[src/rtl/rcpa_pkg.sv]
// Package for the reference-counted page allocator.
// Field widths, request and status codes, register indexes and reset values.
// No dependencies.
package rcpa_pkg;

    localparam int ADDR_W   = 40;
    localparam int ACT_W    = 2;
    localparam int STAT_W   = 2;
    localparam int RCOUT_W  = 16;
    localparam int CFG_IX_W = 2;

    // defaults for the top level parameters
    localparam int DEF_NUM_PAGES  = 32768;
    localparam int DEF_PAGE_SIZE  = 4096;
    localparam int DEF_COUNT_BITS = 16;

    // request actions
    localparam logic [ACT_W-1:0] ACT_ALLOC = 2'd0;
    localparam logic [ACT_W-1:0] ACT_FREE  = 2'd1;
    localparam logic [ACT_W-1:0] ACT_SHARE = 2'd2;
    localparam logic [ACT_W-1:0] ACT_NONE  = 2'd3;

    // result status
    localparam logic [STAT_W-1:0] STAT_OK  = 2'd0;
    localparam logic [STAT_W-1:0] STAT_OOM = 2'd1;
    localparam logic [STAT_W-1:0] STAT_BAD = 2'd2;
    localparam logic [STAT_W-1:0] STAT_OVF = 2'd3;

    // configuration register indexes
    localparam logic [CFG_IX_W-1:0] CFG_BASE = 2'd0;
    localparam logic [CFG_IX_W-1:0] CFG_KEND = 2'd1;
    localparam logic [CFG_IX_W-1:0] CFG_TOP  = 2'd2;

    localparam logic [ADDR_W-1:0] RST_BASE = 40'h00_8000_0000;
    localparam logic [ADDR_W-1:0] RST_KEND = 40'h00_8000_0000;
    localparam logic [ADDR_W-1:0] RST_TOP  = 40'h00_8800_0000;

    // address check result: page number relative to base
    typedef struct packed {
        logic              ok;
        logic [ADDR_W-1:0] page;
    } t_chk;

endpackage

[src/rtl/rcpa_addr_check.sv]
// Address check for free and share requests of the page allocator.
// Alignment, window and table range checks; depends on rcpa_pkg.
module rcpa_addr_check import rcpa_pkg::*; #(
    parameter int NUM_PAGES  = DEF_NUM_PAGES,
    parameter int PAGE_SHIFT = 12
) (
    input  logic [ADDR_W-1:0] i_addr,
    input  logic [ADDR_W-1:0] i_base,
    input  logic [ADDR_W-1:0] i_kend,
    input  logic [ADDR_W-1:0] i_top,
    output t_chk              o_chk
);

    logic [ADDR_W-1:0] w_off;
    logic [ADDR_W-1:0] w_page;
    logic              w_aligned;
    logic              w_window;

    assign w_off     = i_addr - i_base;
    assign w_page    = w_off >> PAGE_SHIFT;
    assign w_aligned = (i_addr[PAGE_SHIFT-1:0] == '0);
    assign w_window  = (i_addr >= i_kend) && (i_addr < i_top) && (i_addr >= i_base);

    assign o_chk.ok   = w_aligned && w_window && (w_page < ADDR_W'(NUM_PAGES));
    assign o_chk.page = w_page;

endmodule

[config.mk]
export PLATFORM = sky130hd
export DESIGN_NAME = rcpa_addr_check
export DESIGN_NICKNAME = d
export VERILOG_FILES = /design/src/rtl/rcpa_pkg.sv /design/src/rtl/rcpa_addr_check.sv
export SDC_FILE = /design/constraint.sdc
export NUM_CORES = 1
export LEC_CHECK = 0
export BUFFER_PORTS_ARGS = -buffer_cell sky130_fd_sc_hd__buf_4
export CAP_MARGIN = 20
export CORE_ASPECT_RATIO = 2
export CORE_MARGIN = 10
export CORE_UTILIZATION = 35
export DETAILED_ROUTE_END_ITERATION = 12
export PLACE_DENSITY_LB_ADDON = 0.1
export REMOVE_ABC_BUFFERS = 1
export SYNTH_ARGS = -nofsm -noshare
export SYNTH_HDL_FRONTEND = slang
export SYNTH_SLANG_ARGS = --single-unit
export TNS_END_PERCENT = 10
[constraint.sdc]
create_clock -name vclk -period 4.3
set_input_delay 0.215 -clock vclk [all_inputs]
set_output_delay 0.215 -clock vclk [all_outputs]
set_load 0.02 [all_outputs]
==> flow_summary_export.csv <==
group,metric,value,unit
route,initialDrtViolationCount,144,
worst_setup_path,cp_cell_sequence,"buf_4 > ha_1 > nor2b_1 > o31ai_1 > a21boi_1 > o41ai_1 > a31oi_1 > o21ai_0 > xnor2_1 > nand4bb_1 > nor4_2 > buf_4",
die,core,13070,um^2
route,first_pass_iters,4,
status,status,"complete, no violations",
logic_synthesis,syn_area_per_cell,6.814,um^2
final_layout,clkbuf_count,0,
logic_synthesis,yosysTopAreaCell,"ha_1",
power_and_ir_drop,p_per_area,149.6,nW/um^2
die,rows,59,
worst_setup_path,cp.depth,12,
clock_network,post-cts-setup-buffer-count,0,
place,gp_congestion,0.9157,
logic_synthesis,synthesis.instances,684,
place,dp.cells,1015,
worst_setup_path,cp.required,4.09,ns
global_route,grt_pass1_vias,6002,
flow_run,cap_violations,0,
timing,drv_slew,0,
worst_setup_path,critPathMaxStageDelay,0.65,ns
worst_setup_path,path_max_fanout,4,
worst_setup_path,timing.critical_path.mode_cell,"buf_4",
logic_synthesis,syn-cell-area,4661,um^2
route,finalWirelength,19260,um
global_route,grt_max_degree,13,
logic_synthesis,yosys_warnings,0,
final_layout,final_common_cell,"buf_4",
route,viasPerCell,5.405,
timing,layout_min_cycle_time,3.833,ns
route,drc_errors,0,
route,wire_per_inst,18.98,um
timing,post-route-period-util,0.8913,
timing,holdWs,0.9978,ns
worst_setup_path,cp.arrival,3.62,ns
timing,slew_headroom,0.3457,
global_route,grt-ovfl-total,0,
timing,setup_viol,0,
worst_hold_path,holdPathStages,4,
die,start_util,0.3567,
worst_setup_path,crit_type,"in -> out",
worst_hold_path,hold_end,"o_chk[7]",
timing,fin_ws,0.4673,ns
timing,tns,0,ns
final_layout,diodes,0,
logic_synthesis,yosysUniqueCellTypes,68,
timing,tightest_slew,0.9567,ns
final_layout,mostFrequentLayoutCells,"buf_4, inv_1, ha_1",
clock_network,postCtsHoldBufs,0,
final_layout,drive_above_1_share,0.2399,
global_route,antenna_found_initial,0,
final_layout,seq_area,0,um^2
route,ant_nets,0,
final_layout,instances_no_fill,1015,
place,portBuffers,189,
clock_network,post_cts_resized,0,
final_layout,synthToLayoutAreaGrowth,32.67,%
die,fp.dieArea,18610,um^2
worst_setup_path,crit_buf_inv,2,
final_layout,fill_cells,1411,
power_and_ir_drop,leakage,3.487,nW
worst_setup_path,critical-path-top-delay-family,"compound AO/OA/AOI/OAI gates",
final_layout,nFlopsAndLatches,0,
timing,rsz0062_at_grt,"false",
worst_hold_path,min_from,"i_addr[19]",
logic_synthesis,synth_top_cell_area_share,0.3195,
worst_setup_path,cp-start-kind,"primary input",
die,dieWidth,101.6,um
global_route,grt_pass1_wl,29750,um
place,pre_cts_ws,0.4294,ns
die,ios,201,
die,dieHeight,183.2,um
route,vias,5486,
worst_hold_path,hold_path.class,"in -> out",
timing,fmax,260.9,MHz
logic_synthesis,synth.area.top_cells,"ha_1, inv_1, a21oi_1",
timing,final_hold_viol_count,0,
global_route,grt_use_total,0.1988,
worst_setup_path,crit_slowest_cell,"o41ai_1",
worst_setup_path,cp-end-kind,"primary output",
power_and_ir_drop,ir_drop,0.07081,mV
logic_synthesis,seq_area_frac_synth,0,
final_layout,multiInputGateArea,4090,um^2
place,place_hpwl,17960,um
final_layout,finalNetCount,1144,
==> worst max-delay path by stage <==
| stage | from | endpoint | slack [ns] |
|---|---|---|---|
| global route | i_addr[1] | o_chk[40] | 0.23 |
| detailed placement | i_addr[1] | o_chk[40] | 0.43 |
| CTS | i_addr[1] | o_chk[40] | 0.40 |
| finish | i_addr[1] | o_chk[40] | 0.47 |
| global placement | i_addr[1] | o_chk[40] | 0.40 |
| floorplan | i_base[20] | o_chk[40] | 0.93 |
==> metal layers <==
layer | track usage | share of wire
met2 | 0.4306 | 0.60
met4 | 0.06908 | 0.040
met1 | 0.1656 | 0.31
met3 | 0.03050 | 0.051
met5 | 0 | 0
==> layout make-up <==
type | count | share of cell area
inverter | 127 | 0.07709
tap | 152 | 0.03076
timing repair buffer | 190 | 0.2307
multi-input combinational | 546 | 0.6615
==> cell usage after synthesis (7+ instances only) <==
master / number
a211oi_1: 11
buf_4: 12
nand4_1: 23
nor2_1: 36
o21ai_0: 32
nor3_1: 15
a21o_1: 32
a21oi_1: 69
clkbuf_1: 9
xnor2_1: 16
ha_1: 119
nand2_1: 51
nand3_1: 11
o211ai_1: 7
inv_1: 127
==> cell families (layout without fill, tap and decap cells) <==
logic type / after synthesis / count (layout) / share of synthesized area
AOI/OAI and AO/OA: 210 / 210 / 0.3007
xor gates and xnor gates: 22 / 22 / 0.04537
adders and majority gates: 119 / 119 / 0.3195
buffers and inverters: 149 / 317 / 0.1313
muxes: 3 / 3 / 0.006711
other: 1 / 12 / 0.0008046
and+or+nand+nor: 180 / 180 / 0.1957
==> per-stage QoR <==
| step | utilization | cell area (um^2) | power, mW |
|---|---|---|---|
| 6_report | 0.4732 | 6183 | 0.9248 |
| 5_1_grt | 0.4732 | 6183 | 1.020 |
| 4_1_cts | 0.4732 | 6183 | 0.9319 |
| 3_5_place_dp | 0.4732 | 6183 | 0.9276 |
| 3_3_place_gp | 0.4732 | 6183 | 0.9203 |
| 2_1_floorplan | - | 4567 | 0.5425 |
==> report_power, final <==
group	switching, mW	total (mW)	internal, mW
Clock	0	0	0
Combinational	0.521	0.925	0.404
Sequential	0	0	0
Power figures use the tool's default switching activity.
